**src/rtl/cbt_pkg.sv**
```systemverilog
package cbt_pkg;

    // Width of the level-of-detail register and its value after reset.
    localparam int          LOD_W     = 6;
    localparam logic [5:0]  LOD_RESET = 6'd16;

    // Parameter u in Q1.16; it reaches exactly 1.0, so it needs 17 bits.
    localparam int U_FRAC  = 16;
    localparam int U_W     = U_FRAC + 1;
    localparam int ONE_Q16 = 65536;

    // Working width for the weight sums and the stored width of a weight.
    localparam int CALC_W = 22;
    localparam int WGT_W  = 20;

    // Half of the 6 * 2^16 divisor, added before truncation to round.
    localparam int ROUND_HALF = 196608;

    // Depth of the segment queue between the front and the back.
    localparam int QUEUE_DEPTH = 2;

    // Reciprocal of the interval count: 2^16 = quot * n + rem.
    typedef struct packed {
        logic             ready;
        logic [U_W-1:0]   quot;
        logic [LOD_W-1:0] rem;
    } t_recip;

    // A level of detail of zero is treated as one interval.
    function automatic logic [LOD_W-1:0] lod_eff(input logic [LOD_W-1:0] lod);
        return (lod == '0) ? LOD_W'(1) : lod;
    endfunction

endpackage

```
**src/rtl/cbt_recip.sv**
```systemverilog
module cbt_recip (
    input  logic                      i_clk,
    input  logic                      i_rst_n,
    input  logic                      i_start,
    input  logic [cbt_pkg::LOD_W-1:0] i_lod,
    output cbt_pkg::t_recip           o_recip
);
    import cbt_pkg::*;

    localparam int CNT_W = $clog2(U_W);

    logic                 r_busy;
    logic [CNT_W-1:0]     r_cnt;
    logic [LOD_W-1:0]     r_rem;
    logic [U_W-1:0]       r_quot;
    logic [LOD_W-1:0]     v_n;
    logic [LOD_W:0]       v_try;
    logic                 v_ge;

    // Restoring division of 2^16 by n, one quotient bit per cycle, MSB first.
    always_comb begin
        v_n   = lod_eff(i_lod);
        v_try = {r_rem, (r_cnt == CNT_W'(U_W - 1))};
        v_ge  = (v_try >= {1'b0, v_n});
    end

    always_ff @(posedge i_clk) begin
        if (!i_rst_n) begin
            r_busy <= 1'b1;
            r_cnt  <= CNT_W'(U_W - 1);
            r_rem  <= '0;
            r_quot <= '0;
        end else if (i_start) begin
            r_busy <= 1'b1;
            r_cnt  <= CNT_W'(U_W - 1);
            r_rem  <= '0;
            r_quot <= '0;
        end else if (r_busy) begin
            r_rem  <= v_ge ? LOD_W'(v_try - {1'b0, v_n}) : v_try[LOD_W-1:0];
            r_quot <= {r_quot[U_W-2:0], v_ge};
            if (r_cnt == '0) begin
                r_busy <= 1'b0;
            end else begin
                r_cnt <= r_cnt - CNT_W'(1);
            end
        end
    end

    assign o_recip.ready = !r_busy;
    assign o_recip.quot  = r_quot;
    assign o_recip.rem   = r_rem;

endmodule

```
**config.mk**
```make
export PLATFORM = sky130hd
export DESIGN_NAME = cbt_recip
export DESIGN_NICKNAME = d
export VERILOG_FILES = /design/src/rtl/cbt_pkg.sv /design/src/rtl/cbt_recip.sv
export SDC_FILE = /design/constraint.sdc
export NUM_CORES = 1
export LEC_CHECK = 0
export BUFFER_PORTS_ARGS = -buffer_cell sky130_fd_sc_hd__buf_2
export CORE_MARGIN = 3
export CORE_UTILIZATION = 40
export CTS_BUF_LIST = sky130_fd_sc_hd__clkbuf_16
export DETAILED_ROUTE_END_ITERATION = 16
export PLACE_DENSITY = 0.61
export SETUP_SLACK_MARGIN = 0.02
export SLEW_MARGIN = 20
export SYNTH_ARGS = -nofsm -noshare
export SYNTH_HDL_FRONTEND = slang
export SYNTH_SLANG_ARGS = --single-unit
```
**constraint.sdc**
```tcl
create_clock -name i_clk -period 3.7 [get_ports i_clk]
set_input_delay 0.185 -clock i_clk [delete_from_list [all_inputs] [get_ports i_clk]]
set_output_delay 0.185 -clock i_clk [all_outputs]
set_load 0.02 [all_outputs]
```
==> flow_summary.ini <==
[worst_setup_path]
crit_fanout = 3
crit_top_cell = ha_1
cp_num_buf_inv = 1
slowest_stage = fa_1
slowest_delay_ns = 0.40
crit_chain = inv_1 > ha_1 > nand3_1 > ha_1 > fa_1 > or2b_1 > a21oi_1 > xor2_1 > mux2i_1 > a211oi_1
critPathKind = reg -> reg
cp-end-kind = register
start_kind = register
critPathTopFamily = adder cells
worstPathRequired_ns = 3.86
cp.arrival_ns = 2.57

[logic_synthesis]
syn_area_per_cell_sq_um = 9.099
synth_top_family_by_area = simple AND/OR/NAND/NOR gates
synth-seq-cells = 29
synth-compound-area-share_pct = 12.53
synth_most_common_cell = nor2_1
synthMuxAreaShare_pct = 14.71
syn_nets = 176
yosysTopAreaCellShare_pct = 40.38
yosysSeqAreaShare_pct = 40.38
synthCells = 158
synth_top_cell_by_area = dfxtp_1
synth_edf_count = 0
syn-cell-area_sq_mm = 0.001438
yosysUniqueCellTypes = 31
yosysWarnings = 0
ys.flop_type = dfxtp_1
synth_xor_area_share_pct = 3.655
synth-simple-area-share_pct = 15.49
post_synth_fa_ha_maj_area_fraction_pct = 8.355
synth.area.top_cells = dfxtp_1 (40%), mux2i_1 (14%), nor2_1 (8.1%)
async_flop_share_pct = 0
synth_common_cells = nor2_1 (31), dfxtp_1 (29), mux2i_1 (20), inv_1 (12), a21oi_1 (9)

[finish]
fin_nets = 210
drive_above_1_share_pct = 24.35
synthToLayoutAreaGrowth_pct = 23.85
nFillCells = 322
multi_input_area_sq_um = 787.0
n_antenna_cell = 0
register_area_sq_um = 580.6

[power]
power.internal_mw = 0.6289
p_sw_share_pct = 25.44
pwr-share-seq_pct = 39.4
p_leak_nw = 0.9331
p_sw_mw = 0.2145
vdd_ir_drop_max_uv = 282.7
combPwrFrac_pct = 16.2
p_per_area_mw_per_mm2 = 473.7
pwr-share-clk_pct = 44.4

[cts]
cts_tree = done
clock_latency_ns = 0.27
cts_resized = 0
cts_hold_buf = 0
numCtsBuffers = 5
cts_buffer_depth = 2
clk_pin_slew_ns = 0.05
htree_levels = 2
cts_root_buf = clkbuf_16
postCtsSetupRepairBufs = 0
cts_num_sinks = 29

[sta]
whs_ns = 0.2242
max_freq_mhz = 414.5
tns_ns = 0
min_period_ns = 2.412
final_hold_viol_count = 0
maxSlewHeadroom_pct = 37.77
drv_slew = 0
finalCritPeriodShare_pct = 65.20
fin_worst_skew_ns = 0.003892
rsz0062_at_grt = false
setup_viol = 0
worstMarginPinSlew_ns = 0.9334

[global_route]
grt_pass1_wl_um = 4733
track_usage_pct = 13.94
grt_pass1_vias = 1073
grt_max_degree = 30
overflow = 0
antenna_found_initial = 0

[floorplan]
core_sq_mm = 0.003390
io_pins = 33
fp.dieH_um = 65.95
rows = 21
die_w_um = 65.95
die_area_sq_mm = 0.004349
start_util_pct = 42.41

[outcome]
status = finished, final reports clean

[route]
drt_pass1_iterations = 4
wirelength_um = 2841
vias = 1199
postRouteAntennaNets = 0
drt-initial-drc-count = 43
drc = 0
routed_via_density = 5.017
wl_per_cell_um = 11.89

[place]
dpl.hpwl_um = 2138
numPortBuffers = 32
place_congestion = 0.7586

[min_path]
hold_class = in -> reg

[flow_run]
max-cap-violations = 0
==> power groups by stage <==
stage / sequential, mW / clock [mW] / combinational [mW]
after CTS: 0.332 / 0.383 / 0.138
after detailed placement: 0.339 / 0 / 0.137
after floorplan: 0.342 / 0 / 0.104
after global routing: 0.333 / 0.403 / 0.154
final: 0.332 / 0.374 / 0.137
after global placement: 0.338 / 0 / 0.133
==> layout make-up <==
class | count | share of cell area [%]
clock buffers | 5 | 7.027
clock inverters | 3 | 0.9838
inverters | 12 | 2.530
multi-input cells | 111 | 44.20
flip-flops and latches | 29 | 32.61
well taps | 46 | 3.233
repair buffers | 33 | 9.417
==> logic make-up (layout without fill, tap and decap cells) <==
kind of cell    after synthesis  after routing
simple gates                 50             50
flops                        29             29
compound gates               25             25
mux                          21             21
buf+inv                      18             53
fa+ha+maj                     9              9
xor+xnor                      6              6
==> metal layers <==
metal	vias to the layer above	share of wire (%)	track usage, %
met5	-	0	0
met1	559	47	17.12
li1	607	-	-
met3	4	5.1	4.082
met2	29	47	23.53
met4	0	0.39	4.061
==> through the flow <==
| stage | area [sq um] | worst slack, ns | utilization [%] | power, mW | cells |
|---|---|---|---|---|---|
| 2_1_floorplan | 1438 | 1.552 | - | 0.4457 | 158 |
| 3_3_place_gp | 1638 | 1.445 | 48.32 | 0.4710 | 231 |
| 3_5_place_dp | 1638 | 1.318 | 48.32 | 0.4754 | 231 |
| 4_1_cts | 1780 | 1.271 | 52.53 | 0.8531 | 239 |
| 5_1_grt | 1780 | 1.055 | 52.53 | 0.8904 | 239 |
| 6_report | 1780 | 1.288 | 52.53 | 0.8434 | 239 |
==> cells in the final DEF, fill, tap and decap left out, types with 5 or more instances in the layout <==
cell / Yosys / routed
mux2i_1: 20 / 20
a21oi_1: 9 / 9
ha_1: 8 / 8
dfxtp_1: 29 / 29
buf_2: 2 / 32
clkbuf_16: 0 / 5
inv_1: 12 / 12
nor2_1: 31 / 31
==> worst paths after layout <==
check / from / to / slack [ns] / depth (start not counted)
setup / recovery: r_cnt[0] / r_rem[4] / 1.29 / 10
hold / removal: i_start / r_busy / 0.22 / 3
setup reg to reg: r_cnt[0] / r_rem[4] / 1.29 / 10
hold reg to reg: r_quot[16] / r_quot[16] / 0.49 / 2
==> sequential cells by signal, summed over array words and instances (netlist names) <==
| register | cells |
|---|---|
| r_cnt | 5 |
| r_rem | 6 |
| r_busy | 1 |
| r_quot | 17 |
==> tightest hold or removal path, delay by kind of cell <==
kind,cells,cell delay (ns)
AND/OR/NAND/NOR,2,0.18
buffers and inverters,1,0.08
Power figures use the tool's default switching activity.
