$ cat src/rtl/cbt_pkg.sv
package cbt_pkg;

    // Width of the level-of-detail register and its value after reset.
    localparam int          LOD_W     = 6;
    localparam logic [5:0]  LOD_RESET = 6'd16;

    // Parameter u in Q1.16; it reaches exactly 1.0, so it needs 17 bits.
    localparam int U_FRAC  = 16;
    localparam int U_W     = U_FRAC + 1;
    localparam int ONE_Q16 = 65536;

    // Working width for the weight sums and the stored width of a weight.
    localparam int CALC_W = 22;
    localparam int WGT_W  = 20;

    // Half of the 6 * 2^16 divisor, added before truncation to round.
    localparam int ROUND_HALF = 196608;

    // Depth of the segment queue between the front and the back.
    localparam int QUEUE_DEPTH = 2;

    // Reciprocal of the interval count: 2^16 = quot * n + rem.
    typedef struct packed {
        logic             ready;
        logic [U_W-1:0]   quot;
        logic [LOD_W-1:0] rem;
    } t_recip;

    // A level of detail of zero is treated as one interval.
    function automatic logic [LOD_W-1:0] lod_eff(input logic [LOD_W-1:0] lod);
        return (lod == '0) ? LOD_W'(1) : lod;
    endfunction

endpackage

$ cat src/rtl/cbt_queue.sv
module cbt_queue #(
    parameter int COORD_WIDTH = 16
) (
    input  logic                               i_clk,
    input  logic                               i_rst_n,
    input  logic                               i_push,
    input  logic [1:0][3:0][COORD_WIDTH-1:0]   i_data,
    input  logic                               i_pop,
    output logic                               o_full,
    output logic                               o_nonempty,
    output logic [1:0][3:0][COORD_WIDTH-1:0]   o_data
);
    import cbt_pkg::*;

    localparam int PTR_W = (QUEUE_DEPTH > 1) ? $clog2(QUEUE_DEPTH) : 1;
    localparam int CNT_W = $clog2(QUEUE_DEPTH + 1);

    logic [1:0][3:0][COORD_WIDTH-1:0] r_mem [QUEUE_DEPTH];
    logic [PTR_W-1:0]                 r_wp;
    logic [PTR_W-1:0]                 r_rp;
    logic [CNT_W-1:0]                 r_cnt;
    logic                             v_push;
    logic                             v_pop;

    assign o_full     = (r_cnt == CNT_W'(QUEUE_DEPTH));
    assign o_nonempty = (r_cnt != '0);
    assign o_data     = r_mem[r_rp];
    assign v_push     = i_push && !o_full;
    assign v_pop      = i_pop && o_nonempty;

    function automatic logic [PTR_W-1:0] ptr_inc(input logic [PTR_W-1:0] p);
        return (p == PTR_W'(QUEUE_DEPTH - 1)) ? '0 : p + PTR_W'(1);
    endfunction

    always_ff @(posedge i_clk) begin
        if (!i_rst_n) begin
            r_wp  <= '0;
            r_rp  <= '0;
            r_cnt <= '0;
        end else begin
            if (v_push) begin
                r_wp <= ptr_inc(r_wp);
            end
            if (v_pop) begin
                r_rp <= ptr_inc(r_rp);
            end
            if (v_push && !v_pop) begin
                r_cnt <= r_cnt + CNT_W'(1);
            end else if (v_pop && !v_push) begin
                r_cnt <= r_cnt - CNT_W'(1);
            end
        end
    end

    always_ff @(posedge i_clk) begin
        if (v_push) begin
            r_mem[r_wp] <= i_data;
        end
    end

endmodule

$ cat config.mk
export PLATFORM = sky130hd
export DESIGN_NAME = cbt_queue
export DESIGN_NICKNAME = d
export VERILOG_FILES = /design/src/rtl/cbt_pkg.sv /design/src/rtl/cbt_queue.sv
export SDC_FILE = /design/constraint.sdc
export NUM_CORES = 1
export LEC_CHECK = 0
export BUFFER_PORTS_ARGS = -buffer_cell sky130_fd_sc_hd__clkbuf_2
export CAP_MARGIN = 20
export CORE_ASPECT_RATIO = 2
export CORE_MARGIN = 8
export CORE_UTILIZATION = 55
export CTS_CLUSTER_SIZE = 30
export DETAILED_ROUTE_END_ITERATION = 8
export GPL_ROUTABILITY_DRIVEN = 0
export PLACE_DENSITY = 0.83
export SYNTH_ARGS = -nofsm -noshare
export SYNTH_HDL_FRONTEND = slang
export SYNTH_SLANG_ARGS = --single-unit
$ cat constraint.sdc
create_clock -name i_clk -period 13.2 [get_ports i_clk]
set_input_delay 1.32 -clock i_clk [delete_from_list [all_inputs] [get_ports i_clk]]
set_output_delay 1.32 -clock i_clk [all_outputs]
set_load 0.01 [all_outputs]
==> metrics list <==
* Number of global-route vias before repair: around 5300
- TritonCTS clock tree: built
- The count of buffers added on input and output ports is around 260.
* Least-Margin Pin Slew: between 1 and 1.5 ns
* Global-route wire length before repair: between 20000 and 30000 um
- Launching element type of the critical path: flop
* Number of distinct library cell variants in the gate-level netlist after synthesis: 21
- In this run, the number of DRC markers left after iteration 0 of detailed routing was between 200 and 250.
* Rows: between 60 and 70
- The critical path is of the reg -> out type.
* Sequential element share of the synthesized area: 0.819
* Main area contributors after synthesis: sky130_fd_sc_hd__edfxtp_1 81%, sky130_fd_sc_hd__mux2_2 15%, sky130_fd_sc_hd__buf_6 1.2%
* Crit share post-route: 0.312
- Number of buffers on the longest clock path: 3
* Number of antenna violations at the first check in global routing: 0
* Area of the mapped netlist: 9510 sq um
- The filler cells instantiated in the layout total between 1000 and 1500.
* Flip-flop and latch count after synthesis: roughly 260
- Number of remaining DRC errors: 0
- Yosys instantiated no cell more often than sky130_fd_sc_hd__edfxtp_1.
* Most crowded layer after global routing: met2
- In the final layout, the share of cells above drive strength 1 is 0.595.
* Placement-stage cell area: 11000 sq um
- Slew margin rel.: 0.289
- Routed length per placed instance: between 20 and 25 um
* Number of CTS-inserted buffers: 21
- The clock drives 261 sinks.
- Global routing usage summed across all routing layers: 0.163
- Via density per instance: around 5.3
- Count of endpoints failing hold in the final timing report: 0
- Total Power: between 0.002 and 0.0025 W
- Worst skew pair latency: about 0.5 ns
- End-of-flow core utilization: 0.680
- After synthesis, the share of flip-flops with an asynchronous set or reset is 0.
- Top cell type's share of synthesized area: 0.809
* Highest clock frequency the design can meet: 243 MHz
- Synth Instances: between 400 and 500
- The die is 202 um tall.
* Most common flop cell mapped by yosys: sky130_fd_sc_hd__edfxtp_1
- R2R depth: 3
* CTS Root Cell: sky130_fd_sc_hd__clkbuf_16
- In this run the critical register-to-register path is launched from r_cnt[0].
- Setup repair after global routing left no endpoint under its margin.
- The routed design could run at a clock period as short as roughly 4 ns.
- After clock tree synthesis, the clock-pin slew on the worst setup and hold paths is around 0.070 ns.
* Worst hold path cell count: 2
- For the final routed database, the setup TNS stands at 0 ns.
- Number of warning messages in the yosys log: 0
- CORE AREA: 17100 sq um
* Initial core utilization: 0.556
* Result of the run: finished clean
* Final ANT Viol Nets: 0
- In this run the worst hold path is classified as reg -> reg.
- Slew Viols, Final: 0
- Final setup fails: 0
- In this run the number of H-tree levels came out at 1.
- For this run the aggregate overflow at the end of global routing stands at 0.
- Post-Syn Area per Cell: ~22 sq um
* Reg2reg end: r_mem[1][29]
* Met2 capacity usage during global routing: 0.263
* Most frequent cells after synthesis: 256 x sky130_fd_sc_hd__edfxtp_1, 128 x sky130_fd_sc_hd__mux2_2, 10 x sky130_fd_sc_hd__buf_6
* CP Data Arrival Time: around 2.8 ns
* Synthesized net count: about 560
- After detailed routing, the total wire length is approximately 19000 um.
- Maximum capacitance violations: 0
- Die Footprint: about 22000 sq um
* LEAKAGE: about 4.4 nW
- Critical path capture point type: output pin
- Post-CTS setup buffers: 0
- For this block, the via count after detailed routing is between 4000 and 5000.
- The largest total area in the synthesized netlist belongs to sky130_fd_sc_hd__edfxtp_1.
* Hold worst-path end: r_cnt[1]
- Total number of nets in the final design: between 800 and 900
- Clock skew on the completed layout was measured at 0.00769 ns.
* Met3 Usage GRT: 0.0651
* Maximum number of pins on one net before global-route repair: 80
* Hold Buf Count CTS: 0
- Half-perimeter wire length of the detailed placement result: between 10000 and 15000 um
- Dividing total power by cell area gives a power density of around 190 nW/um^2.
- Startpoint of the lowest-slack hold path: r_cnt[1]
- In this run the worst path has a maximum fanout of 72.
- In this run, synthesis inferred about 260 flip-flops with an integrated enable.
- The repair_antennas step left the layout with diodes totalling 0.
- Detailed Routing Iterations Pass 1: 4
* IO Pins: 262
- VDD IR-drop max: roughly 160 uV
* Count of instances resized after the clock tree is built: 0
- From synthesis to final layout, the design area changed by 22.3%.
- Measured along the x axis, the die boundary spans between 100 and 150 um.
- Final design area excluding fillers: around 12000 sq um
- Data required time of the critical path: approximately 12 ns
- Register-to-register setup slack: approximately 11 ns
- Grt met1 use: 0.199
## sequential cells by signal (all words and copies together) (netlist names), named ones only
name,cells
r_cnt,2
r_rp,1
r_wp,1
r_mem,256
## metrics by stage
step | worst slack, ns | cells | hold slack, ns
6_report | 9.08 | 921 | 0.537
3_5_place_dp | 9.54 | 884 | 0.531
4_1_cts | 9.01 | 921 | 0.545
2_1_floorplan | 6.27 | 423 | 0.479
3_3_place_gp | 9.54 | 884 | 0.498
5_1_grt | 8.88 | 921 | 0.609
## kinds of logic (layout without fill, tap and decap cells)
kind of cell	count (synthesis)	in the layout	share of synthesized area
xor+xnor	3	3	0.00276
flops	261	261	0.819
fa+ha+maj	1	1	0.00132
simple gates	9	9	0.00605
mux	128	128	0.152
buf+inv	16	304	0.0158
compound gates	5	5	0.00342
## worst max-delay path, stage by stage, from the launching register on
cell,delay (ns)
sky130_fd_sc_hd__dfxtp_4,0.84
sky130_fd_sc_hd__buf_4,0.84
sky130_fd_sc_hd__mux2_2,0.43
sky130_fd_sc_hd__clkbuf_2,0.13
## cells in the final DEF, fill, tap and decap left out
master	instances
sky130_fd_sc_hd__xnor2_1	2
sky130_fd_sc_hd__nand2b_1	1
sky130_fd_sc_hd__dfxtp_1	4
sky130_fd_sc_hd__or2_2	1
sky130_fd_sc_hd__clkinv_1	4
sky130_fd_sc_hd__xor2_1	1
sky130_fd_sc_hd__and2_1	3
sky130_fd_sc_hd__o21ai_1	1
sky130_fd_sc_hd__a21boi_0	1
sky130_fd_sc_hd__nor3_4	1
sky130_fd_sc_hd__edfxtp_1	256
sky130_fd_sc_hd__ha_1	1
sky130_fd_sc_hd__or3_1	1
sky130_fd_sc_hd__a21boi_1	1
sky130_fd_sc_hd__o21a_1	1
sky130_fd_sc_hd__bufinv_16	2
sky130_fd_sc_hd__clkbuf_1	7
sky130_fd_sc_hd__dfxtp_4	1
sky130_fd_sc_hd__inv_1	2
sky130_fd_sc_hd__clkinv_2	1
sky130_fd_sc_hd__clkbuf_16	21
sky130_fd_sc_hd__nor2_1	1
sky130_fd_sc_hd__mux2_2	128
sky130_fd_sc_hd__and3_4	1
sky130_fd_sc_hd__clkinvlp_4	2
sky130_fd_sc_hd__clkbuf_2	261
sky130_fd_sc_hd__buf_4	4
sky130_fd_sc_hd__o21ai_0	1
## routing by layer
| layer | up-vias | wire length (um) |
|---|---|---|
| met4 | 0 | 287 |
| met2 | 233 | 8880 |
| met3 | 26 | 2300 |
| li1 | 2226 | - |
| met1 | 2352 | 7190 |
| met5 | - | 0 |
## how the worst max path moves through the flow
stage | from | end | depth (start not counted)
2_1_floorplan | i_push | r_mem[0][0] | 2
3_3_place_gp | flop | o_data[36] | 3
3_5_place_dp | flop | o_data[44] | 3
4_1_cts | flop | o_data[44] | 3
5_1_grt | flop | o_data[109] | 3
6_report | flop | o_data[3] | 3
## cell type report
type | count | area (sq um) | share of cell area
Clock buffer | 28 | 552 | 0.0475
Inverter | 2 | 7.51 | 0.000646
Clock inverter | 9 | 95.1 | 0.00818
Tap cell | 210 | 263 | 0.0226
Timing Repair Buffer | 265 | 1340 | 0.115
Sequential cell | 261 | 7790 | 0.670
Multi-Input combinational cell | 146 | 1580 | 0.136
## power breakdown
| part | switching (W) | internal [W] | leakage (nW) |
|---|---|---|---|
| clock | 0.000261 | 0.000334 | 0.306 |
| combinational | 0.000281 | 0.000245 | 1.64 |
| sequential | 0.0000502 | 0.00104 | 2.43 |
| total | 0.000592 | 0.00162 | 4.38 |
Power figures use the tool's default switching activity.
