==> src/rtl/cbt_pkg.sv <==
package cbt_pkg;

    // Width of the level-of-detail register and its value after reset.
    localparam int          LOD_W     = 6;
    localparam logic [5:0]  LOD_RESET = 6'd16;

    // Parameter u in Q1.16; it reaches exactly 1.0, so it needs 17 bits.
    localparam int U_FRAC  = 16;
    localparam int U_W     = U_FRAC + 1;
    localparam int ONE_Q16 = 65536;

    // Working width for the weight sums and the stored width of a weight.
    localparam int CALC_W = 22;
    localparam int WGT_W  = 20;

    // Half of the 6 * 2^16 divisor, added before truncation to round.
    localparam int ROUND_HALF = 196608;

    // Depth of the segment queue between the front and the back.
    localparam int QUEUE_DEPTH = 2;

    // Reciprocal of the interval count: 2^16 = quot * n + rem.
    typedef struct packed {
        logic             ready;
        logic [U_W-1:0]   quot;
        logic [LOD_W-1:0] rem;
    } t_recip;

    // A level of detail of zero is treated as one interval.
    function automatic logic [LOD_W-1:0] lod_eff(input logic [LOD_W-1:0] lod);
        return (lod == '0) ? LOD_W'(1) : lod;
    endfunction

endpackage

==> src/rtl/cbt_front.sv <==
module cbt_front #(
    parameter int COORD_WIDTH = 16
) (
    input  logic                               i_clk,
    input  logic                               i_rst_n,
    input  logic                               i_valid,
    output logic                               o_stall,
    input  logic [COORD_WIDTH-1:0]             i_point_x,
    input  logic [COORD_WIDTH-1:0]             i_point_y,
    input  logic                               i_first_point,
    input  logic                               i_q_full,
    output logic                               o_push,
    output logic [1:0][3:0][COORD_WIDTH-1:0]   o_window
);
    import cbt_pkg::*;

    localparam logic [2:0] HOLD_FULL = 3'd4;

    logic [1:0][3:0][COORD_WIDTH-1:0] r_win;
    logic [1:0][3:0][COORD_WIDTH-1:0] n_win;
    logic [2:0]                       r_held;
    logic [2:0]                       n_held;
    logic [2:0]                       v_base;
    logic                             v_accept;

    assign v_accept = i_valid && !i_q_full;
    assign o_stall  = i_q_full;

    always_comb begin
        v_base = i_first_point ? 3'd0 : r_held;
        n_held = (v_base < HOLD_FULL) ? v_base + 3'd1 : HOLD_FULL;
        n_win[0] = {i_point_x, r_win[0][3:1]};
        n_win[1] = {i_point_y, r_win[1][3:1]};
    end

    // A full window is handed to the queue at the edge the point is taken.
    assign o_push   = v_accept && (n_held == HOLD_FULL);
    assign o_window = n_win;

    always_ff @(posedge i_clk) begin
        if (!i_rst_n) begin
            r_held <= '0;
        end else if (v_accept) begin
            r_held <= n_held;
        end
    end

    always_ff @(posedge i_clk) begin
        if (v_accept) begin
            r_win <= n_win;
        end
    end

endmodule

==> config.mk <==
export PLATFORM = sky130hd
export DESIGN_NAME = cbt_front
export DESIGN_NICKNAME = d
export VERILOG_FILES = /design/src/rtl/cbt_pkg.sv /design/src/rtl/cbt_front.sv
export SDC_FILE = /design/constraint.sdc
export NUM_CORES = 1
export LEC_CHECK = 0
export BUFFER_PORTS_ARGS = -buffer_cell sky130_fd_sc_hd__buf_2
export CORE_MARGIN = 3
export CORE_UTILIZATION = 35
export DETAILED_ROUTE_END_ITERATION = 6
export SYNTH_ARGS = -nofsm -noshare
export SYNTH_HDL_FRONTEND = slang
export SYNTH_SLANG_ARGS = --single-unit
==> constraint.sdc <==
create_clock -name i_clk -period 1.27 [get_ports i_clk]
set_input_delay 0.0635 -clock i_clk [delete_from_list [all_inputs] [get_ports i_clk]]
set_output_delay 0.0635 -clock i_clk [all_outputs]
set_load 0.05 [all_outputs]
==> metrics.md, run 1 <==
| Metric | Value |
|---|---|
| Crit Path Class | reg2out |
| Ys Warns | 0 |
| Critical Path RT | 1.21 ns |
| Post-synth top area share | 86.9% |
| PD cells | 1410 nW/µm² |
| TritonRoute pass-1 iters | 4 |
| Layout cells sized above 1 | 58.3% |
| Leak | 1.89 nW |
| CP Cell Sequence | nor2b_4 -> ha_4 -> inv_4 -> a31oi_4 -> nor3b_4 -> buf_6 |
| # H-tree levels | 3 |
| IO Port Bufs | 166 |
| Status | finished, violations left |
| Unrepaired setup endpoints after global routing | yes |
| Routed vias/inst | 4.23 |
| Post-synthesis sequential area ratio | 88.7% |
| FILL cells | 786 |
| Number of enable flip-flop cells after synthesis | 96 |
| Max-slew violations | 0 |
| Gate power share | 16.5% |
| Dpl cell area | 4160 µm² |
| Internal power | 0.00472 W |
| Fin cells | 462 |
| Yosys reg bits | 99 |
| Placed cells | 413 |
| Dominant cell type by area after synthesis | edfxtp_1 |
| Starting DRT DRC Count | 35 |
| CP Max Fanout | 2 |
| Worst-skew pair later-pin latency | 0.35 ns |
| CP max stage cell | dfxtp_2 |
| Post-synth top cells | edfxtp_1 (96), buf_4 (33), dfxtp_1 (3) |
| Switch share | 28.7% |
| Fin crit share | 128% |
| Cell Rows | 34 |
| Post-route minimum period | 1.63 ns |
| Largest cells by area after synthesis | edfxtp_1 (87%), buf_4 (7.5%), dfxtp_1 (1.8%) |
| CTS Sinks | 99 |
| Total gr overflow | 0 |
| Cell area after layout | 4710 µm² |
| Mapped Nets | 187 |
| Worst Hold Class | in2reg |
| CTS tree | built |
| Setup Skew | 0.00922 ns |
| Setup tns final | -0.361 ns |
| Clock Pin Slew Worst Setup and Hold Paths | 0.09 ns |
| Die X | 103 µm |
| Io pins | 167 |
| Final setup violation count | 1 |
| Clock Power Share | 26.2% |
| Antenna cells | 0 |
| Switching power | 0.00190 W |
| Violated checks | setup timing |
| CTS Buf Count | 9 |
| CP endpoint kind | output pin |
| Top_reg_cell synth | edfxtp_1 |
| DP HPWL | 4500 µm |
| Top-count cell post-synth | edfxtp_1 |
| WL final | 6600 µm |
| Fmax | 0.613 GHz |
| Wire length per cell | 14.3 µm |
| Post-layout util | 52.4% |
| First-pass GRT wire length | 9560 µm |
| Post-synthesis async set-or-reset flop share | 0% |
| Initial Utilization | 37.0% |
| Hold Fails Final Rpt | 0 |
| Netlist cell types | 17 |
| Max-Cap Viols | 0 |
| VDD IR max | 0.000616 V |
| Largest net degree at the start of global routing | 33 |
| Worst slew margin relative to its limit | 82.0% |
| Core Footprint | 8980 µm² |
| Worst path arrival time | 1.57 ns |
| Die height | 103 µm |
| Worst hold-check slack | 0.108 ns |
| Final ANT Viol Nets | 0 |
| GR Util All Layers | 12.0% |
| Syn_area_per_cell | 22.3 µm² |
| Max Root-Sink Buffers | 2 |
| Reg power frac | 57.3% |
| Post-synthesis instance area | 3320 µm² |
| Area Overhead vs Synth | 41.9% |
| Clock Root Buffer | clkbuf_8 |
| Post-layout nets | 369 |
| Die area | 10,700 µm² |
| Vias post-DR | 1,953 |
| Initial antenna violation count | 0 |
| Worst Slack Setup Final | -0.361 ns |
| # DRC | 0 |
| Cell count after synthesis | 149 |
| Slew @ Worst Pin | 0.272 ns |
| Vias in the first global route | 1,941 |
| CP max stage delay | 0.34 ns |
| Startpoint types | register |
| RD Place Congestion | 0.710 |
## logic make-up (layout without fill, tap and decap cells)
| family | count (synthesis) | after routing | share of synthesized area [%] |
|---|---|---|---|
| DFF | 99 | 99 | 88.7 |
| buffers and inverters | 36 | 223 | 8.03 |
| AOI/OAI and AO/OA | 7 | 7 | 1.62 |
| and+or+nand+nor | 6 | 6 | 1.24 |
| adders and majority gates | 1 | 1 | 0.377 |
## cell usage in the layout, fill, tap and decap left out
cell type,n
inv_6,1
buf_12,4
o21ai_2,1
clkinvlp_4,2
a31oi_4,1
edfxtp_1,96
dfxtp_2,2
buf_6,1
clkinv_2,1
dlygate4sd3_1,33
clkbuf_1,1
o2111ai_1,1
clkinv_4,1
buf_2,165
o221a_1,1
nor3b_4,1
clkbuf_8,9
a21oi_1,1
inv_1,1
ha_4,1
nand2_1,2
clkinv_1,1
inv_4,1
nor2b_4,3
a31o_1,1
buf_4,2
dfxtp_1,1
o21ai_0,1
## per-stage QoR
stage / setup slack (ns) / power [W]
2_1_floorplan: -0.178 / 0.00465
3_3_place_gp: -0.120 / 0.00486
3_5_place_dp: -0.147 / 0.00488
4_1_cts: -0.374 / 0.00672
5_1_grt: -0.448 / 0.00689
6_report: -0.361 / 0.00662
## layer usage
metal / vias to the layer above / global-route usage [%] / share of wire, %
met5: - / 0 / 0
met3: 9 / 3.76 / 8.8
li1: 894 / - / -
met1: 950 / 13.8 / 39
met4: 0 / 5.68 / 1.4
met2: 100 / 20.2 / 50
## power by group through the flow
stage                     Combinational [W]  Sequential [W]  Clock (W)
after floorplan                    0.000339         0.00431          0
after global placement              0.00101         0.00386          0
after detailed placement            0.00101         0.00387          0
after CTS                           0.00110         0.00379    0.00183
after global routing                0.00114         0.00381    0.00194
final                               0.00109         0.00379    0.00174
## registers in the layout (all words and copies together) (netlist names)
signal    count
o_window     96
r_held        3
## worst max-delay path: cells and delay by family, from the launching register on
kind	cells	cell delay, ns
buffers and inverters	2	0.23
adders and majority gates	1	0.22
and+or+nand+nor	2	0.36
AOI/OAI and AO/OA	1	0.07
DFF	1	0.34
## final cells by class
| cell class | count | area, µm² | area share, % |
|---|---|---|---|
| clock inverters | 6 | 41.3 | 0.877 |
| multi-input cells | 14 | 161 | 3.43 |
| repair buffers | 205 | 1260 | 26.8 |
| flip-flops and latches | 99 | 2950 | 62.6 |
| inverters | 2 | 10.0 | 0.213 |
| clock buffers | 10 | 128 | 2.71 |
| well taps | 126 | 158 | 3.35 |
## path summary, 6_finish.rpt
path	from	depth (start not counted)	endpoint	slack, ns
worst min-delay path	i_first_point	2	r_held[0]	0.11
worst max register to register	r_held[1]	4	r_held[1]	0.24
worst max-delay path	r_held[1]	6	o_push	-0.36
worst min register to register	o_window[82]	0	o_window[66]	0.44
## timing repair
action | 4_1_cts | 5_1_grt
hold buffers | 33 | 0
setup buffers | 0 | 0
resized for setup | 9 | 1
pin swaps | 3 | 3
endpoints found under the hold margin | 35 | 0
setup endpoints to repair | 1 | 1
No activity file was read; power rests on OpenSTA's default activity.
==> inputs of run 2 (changes only) <==
CORE_ASPECT_RATIO = 0.6   (was unset)
CORE_UTILIZATION = 45   (was 35)
PLACE_DENSITY = 0.79   (was unset)
==> run 2 against run 1 <==
The flow still finishes with violations (setup timing); worst hold slack got worse by 0.080 ns; global-route usage increased by 5.0 points; via count is 0.72% lower; sequential share of layout area down 0.93 points; combinational power barely moved; power grew 13%; fmax grew 2.0%; critical path depth unchanged; critical path type unchanged; critical endpoint unchanged.
==> metrics.md, run 2 (synthesis results as in run 1) <==
| Metric | Value |
|---|---|
| Status | finished, violations left |
| Violated checks | setup timing |
| Io pins | 167 |
| Worst Slack Setup Final | -0.329 ns |
| Setup Skew | 0.00418 ns |
| Worst slew margin relative to its limit | 70.6% |
| Worst hold path depth | 2 |
| Routed vias/inst | 4.54 |
| Die area | 8470 µm² |
| Total gr overflow | 0 |
| Clock Root Buffer | clkbuf_16 |
| Post-layout nets | 373 |
| Clock Pin Slew Worst Setup and Hold Paths | 0.06 ns |
| Hold Fails Final Rpt | 0 |
| Max FFs per register | 96 |
| Reg2Reg Depth | 4 |
| Fin crit share | 126% |
| CP Cell Sequence | nor2b_4 -> ha_4 -> inv_4 -> a31oi_4 -> nor3b_4 -> buf_6 |
| Wire length per cell | 16.5 µm |
| CP max stage cell | dfxtp_2 |
| # DRC | 0 |
| Fin cells | 427 |
| PD cells | 1560 nW/µm² |
| VDD IR max | 0.000956 V |
| Max Root-Sink Buffers | 2 |
| Initial Utilization | 48.0% |
| Core Footprint | 6910 µm² |
| FILL cells | 436 |
| Postcts setup bufs | 0 |
| CTS tree | built |
| Final setup violation count | 1 |
| Die X | 117 µm |
| Fmax | 0.625 GHz |
| Final ANT Viol Nets | 0 |
| Placed cells | 379 |
| Area Overhead vs Synth | 44.0% |
| Worst path arrival time | 1.54 ns |
| RD Place Congestion | 0.768 |
| Most common cell after layout, fill and taps aside | buf_2 |
| Die height | 72.5 µm |
| Startpoint types | register |
| Slew @ Worst Pin | 0.441 ns |
| Post-route minimum period | 1.60 ns |
| CP endpoint kind | output pin |
| Unrepaired setup endpoints after global routing | yes |
| Leak | 1.96 nW |
| Worst-skew pair later-pin latency | 0.32 ns |
| Initial antenna violation count | 0 |
| First-pass GRT wire length | 10,500 µm |
| CTS Sinks | 99 |
| Layout cells sized above 1 | 58.5% |
| IO Port Bufs | 166 |
| WL final | 7040 µm |
| GR Util All Layers | 17.0% |
| Crit Path Class | reg2out |
| Vias post-DR | 1,939 |
| Cell Rows | 23 |
| CP max stage delay | 0.33 ns |
| Vias in the first global route | 2,020 |
| Worst hold-check slack | 0.0281 ns |
| CTS Buf Count | 9 |
| Most frequent cells in the layout | buf_2 (165), edfxtp_1 (96), dlygate4sd3_1 (32) |
| DP HPWL | 4660 µm |
| Overall power | 0.00747 W |
| # H-tree levels | 3 |
| TritonRoute pass-1 iters | 4 |
| Worst Hold Class | in2reg |
| Max-Cap Viols | 0 |
| CP Max Fanout | 2 |
| Starting DRT DRC Count | 150 |
| Antenna cells | 0 |
| Largest net degree at the start of global routing | 32 |
| Max-slew violations | 0 |
| Critical Path RT | 1.21 ns |
-- run 2: area by class of cell --
cell class	instances	area, µm²	share of cell area [%]
Sequential cell	99	2950	61.7
Timing Repair Buffer	209	1260	26.5
Multi-Input combinational cell	14	161	3.38
Clock inverter	5	53.8	1.13
Inverter	2	10.0	0.210
Tap cell	87	109	2.28
Clock buffer	11	233	4.87
-- run 2: metrics by stage --
stage               worst slack, ns  utilization, %  instance area, µm²  setup TNS, ns
floorplan                    -0.178               -                3340         -0.178
global placement             -0.119            59.7                4120         -0.119
detailed placement           -0.175            59.7                4120         -0.175
CTS                          -0.341            69.1                4780         -0.341
global route                 -0.418            69.2                4780         -0.418
finish                       -0.329            69.2                4780         -0.329
-- run 2: worst max-delay path, delay by kind of cell, from the launching register on --
family	cells	cell delay (ns)
adders and majority gates	1	0.22
DFF	1	0.33
AOI/OAI and AO/OA	1	0.09
and+or+nand+nor	2	0.34
buffers and inverters	2	0.23
-- run 2: path summary, 6_finish.rpt --
| path | start | to | slack [ns] |
|---|---|---|---|
| hold reg to reg | o_window[92] | o_window[76] | 0.44 |
| hold / removal | i_rst_n | r_held[2] | 0.03 |
| setup / recovery | r_held[0] | o_push | -0.33 |
| setup reg to reg | r_held[0] | r_held[1] | 0.24 |
-- run 2: layer usage --
metal | GRT usage (%) | wire length, µm | vias to the layer above | share of wire [%]
met2 | 28.5 | 3430 | 115 | 49
met1 | 18.9 | 2770 | 911 | 39
li1 | - | - | 906 | -
met4 | 5.47 | 62 | 0 | 0.88
met3 | 8.83 | 778 | 7 | 11
met5 | 0 | 0 | - | 0
-- run 2: where the power goes --
| group | switching (W) | total [W] | leakage (nW) | internal [W] |
|---|---|---|---|---|
| combinational | 0.000832 | 0.00110 | 0.899 | 0.000265 |
| sequential | 0.0000575 | 0.00380 | 0.926 | 0.00374 |
| clock | 0.00106 | 0.00257 | 0.135 | 0.00152 |
-- run 2: repair_timing --
action | 4_1_cts | 5_1_grt
hold endpoints to repair | 32 | 0
pin swaps | 3 | 0
endpoints found under the setup margin | 1 | 1
hold buffers | 32 | 0
resized for setup | 9 | 1
cloned | 0 | 0
==> inputs of run 3 (changes only) <==
SETUP_SLACK_MARGIN = 0.4   (was unset)
==> run 3 against run 2 <==
The run still ends with setup timing left; clock skew is essentially flat; via count up 11%; setup slack worse by 0.0057 ns; combinational power up 25%; routed wire length is 15% higher; die area is the same; flip-flop and latch count did not move; global-route usage grew 1.5 points; clock power about the same; critical path depth unchanged; register-to-register slack got worse by 0.18 ns; highest routed layer unchanged.
==> metrics.md, run 3 (synthesis results as in run 1) <==
| Metric | Value |
|---|---|
| PD cells | 1330 nW/µm² |
| Worst Slack Setup Final | -0.335 ns |
| Switch share | 25.9% |
| Vias in the first global route | 2,144 |
| Max Root-Sink Buffers | 2 |
| Critical path origin | r_held[1] |
| Fmax | 0.623 GHz |
| Clock Power Share | 33.1% |
| Post-layout nets | 419 |
| Worst-skew pair later-pin latency | 0.32 ns |
| Worst path arrival time | 1.54 ns |
| Setup tns final | -0.335 ns |
| Reg power frac | 49.3% |
| CP Max Fanout | 2 |
| Reg2reg start | r_held[1] |
| CTS tree | built |
| Most common cell after layout, fill and taps aside | buf_6 |
| Slew @ Worst Pin | 0.288 ns |
| # H-tree levels | 3 |
| Clock Root Buffer | clkbuf_16 |
| Critical Path RT | 1.21 ns |
| Status | finished, violations left |
| Violated checks | setup timing |
| Total gr overflow | 0 |
| WL final | 8120 µm |
| Routed vias/inst | 4.54 |
| Worst hold path depth | 3 |
| Vias post-DR | 2,146 |
| Io pins | 167 |
| Antenna cells | 0 |
| Starting DRT DRC Count | 65 |
| Cell Rows | 23 |
| Internal power | 0.00577 W |
| CTS Buf Count | 9 |
| Die area | 8470 µm² |
| Die X | 117 µm |
| Final setup violation count | 1 |
| Startpoint types | register |
| Setup Skew | 0.00467 ns |
| Cell area after layout | 5850 µm² |
| Post-route minimum period | 1.60 ns |
| TritonRoute pass-1 iters | 4 |
| IO Port Bufs | 166 |
| CTS Sinks | 99 |
| Critical R2R Capture | r_held[1] |
| Max-Cap Viols | 0 |
| Clock Pin Slew Worst Setup and Hold Paths | 0.06 ns |
| Max FFs per register | 96 |
| Initial Utilization | 48.0% |
| RD Place Congestion | 0.750 |
| Die height | 72.5 µm |
| VDD IR max | 0.00107 V |
| Worst Hold Class | in2reg |
| Core Footprint | 6910 µm² |
| Worst Hold Endpoint | r_held[1] |
| Hold Fails Final Rpt | 0 |
| Initial antenna violation count | 0 |
| Max-slew violations | 0 |
| R2R Setup Slk | 0.06 ns |
| # DRC | 0 |
| Unrepaired setup endpoints after global routing | yes |
| GR Util All Layers | 18.4% |
| Gate power share | 17.6% |
| Worst hold-check slack | 0.0443 ns |
| DP HPWL | 4540 µm |
| Fin crit share | 126% |
| Crit Path Class | reg2out |
| Layout cells sized above 1 | 64.2% |
| Final ANT Viol Nets | 0 |
| Most frequent cells in the layout | buf_6 (125), edfxtp_1 (96), buf_2 (69) |
| Reg2Reg Depth | 6 |
| Hold wc startpoint | i_rst_n |
| Post-layout util | 84.7% |
| Wire length per cell | 17.2 µm |
| Switching power | 0.00202 W |
| Leak | 2.42 nW |
| Dpl cell area | 4110 µm² |
| First-pass GRT wire length | 11,600 µm |
| CP endpoint kind | output pin |
| Worst slew margin relative to its limit | 80.8% |
| Largest net degree at the start of global routing | 56 |
| Placed cells | 375 |
| Area Overhead vs Synth | 76.3% |
| Fin cells | 473 |
run 3: worst max-delay path by stage:
stage	to	slack [ns]	cells past startpoint
2_1_floorplan	o_push	-0.18	5
3_3_place_gp	o_push	-0.12	6
3_5_place_dp	o_push	-0.18	6
4_1_cts	o_push	-0.35	6
5_1_grt	o_push	-0.41	6
6_report	o_push	-0.33	6
run 3: repair_timing:
action / in CTS / in global routing
resized for setup: 204 / 27
hold buffers: 32 / 0
setup buffers: 27 / 23
pin swaps: 4 / 3
setup endpoints to repair: 99 / 100
hold endpoints to repair: 32 / 0
gates cloned: 0 / 0
run 3: final cells by class:
cell class              instances  area, µm²
repair buffers                255       2330
flip-flops and latches         99       2950
inverters                       2       7.51
clock inverters                 5       53.8
well taps                      87        109
fillers                       306       1060
multi-input cells              14        171
clock buffers                  11        233
run 3: power by group through the flow:
stage | logic (W) | registers [W] | clock network [W]
2_1_floorplan | 0.000343 | 0.00431 | 0
3_3_place_gp | 0.000998 | 0.00386 | 0
3_5_place_dp | 0.00101 | 0.00387 | 0
4_1_cts | 0.00129 | 0.00383 | 0.00261
5_1_grt | 0.00142 | 0.00385 | 0.00276
6_report | 0.00137 | 0.00384 | 0.00258
run 3: per-stage QoR:
stage / power [W] / setup slack [ns]
after floorplan: 0.00465 / -0.178
after global placement: 0.00486 / -0.119
after detailed placement: 0.00488 / -0.182
after CTS: 0.00773 / -0.345
after global routing: 0.00804 / -0.410
final: 0.00779 / -0.335
run 3: per-layer routing:
metal	part of all wire, %	wire length (µm)	global-route usage [%]	vias to the layer above
met5	0	0	0	-
met4	0.71	58	3.44	0
met3	11	860	8.42	7
met2	51	4170	32.0	117
met1	37	3030	21.5	1027
li1	-	-	-	995
run 3: critical path, stage by stage, from the launching register on:
cell,delay (ns)
dfxtp_2,0.32
nor2b_4,0.16
ha_4,0.21
inv_2,0.06
a31oi_4,0.08
nor3b_4,0.20
buf_6,0.18
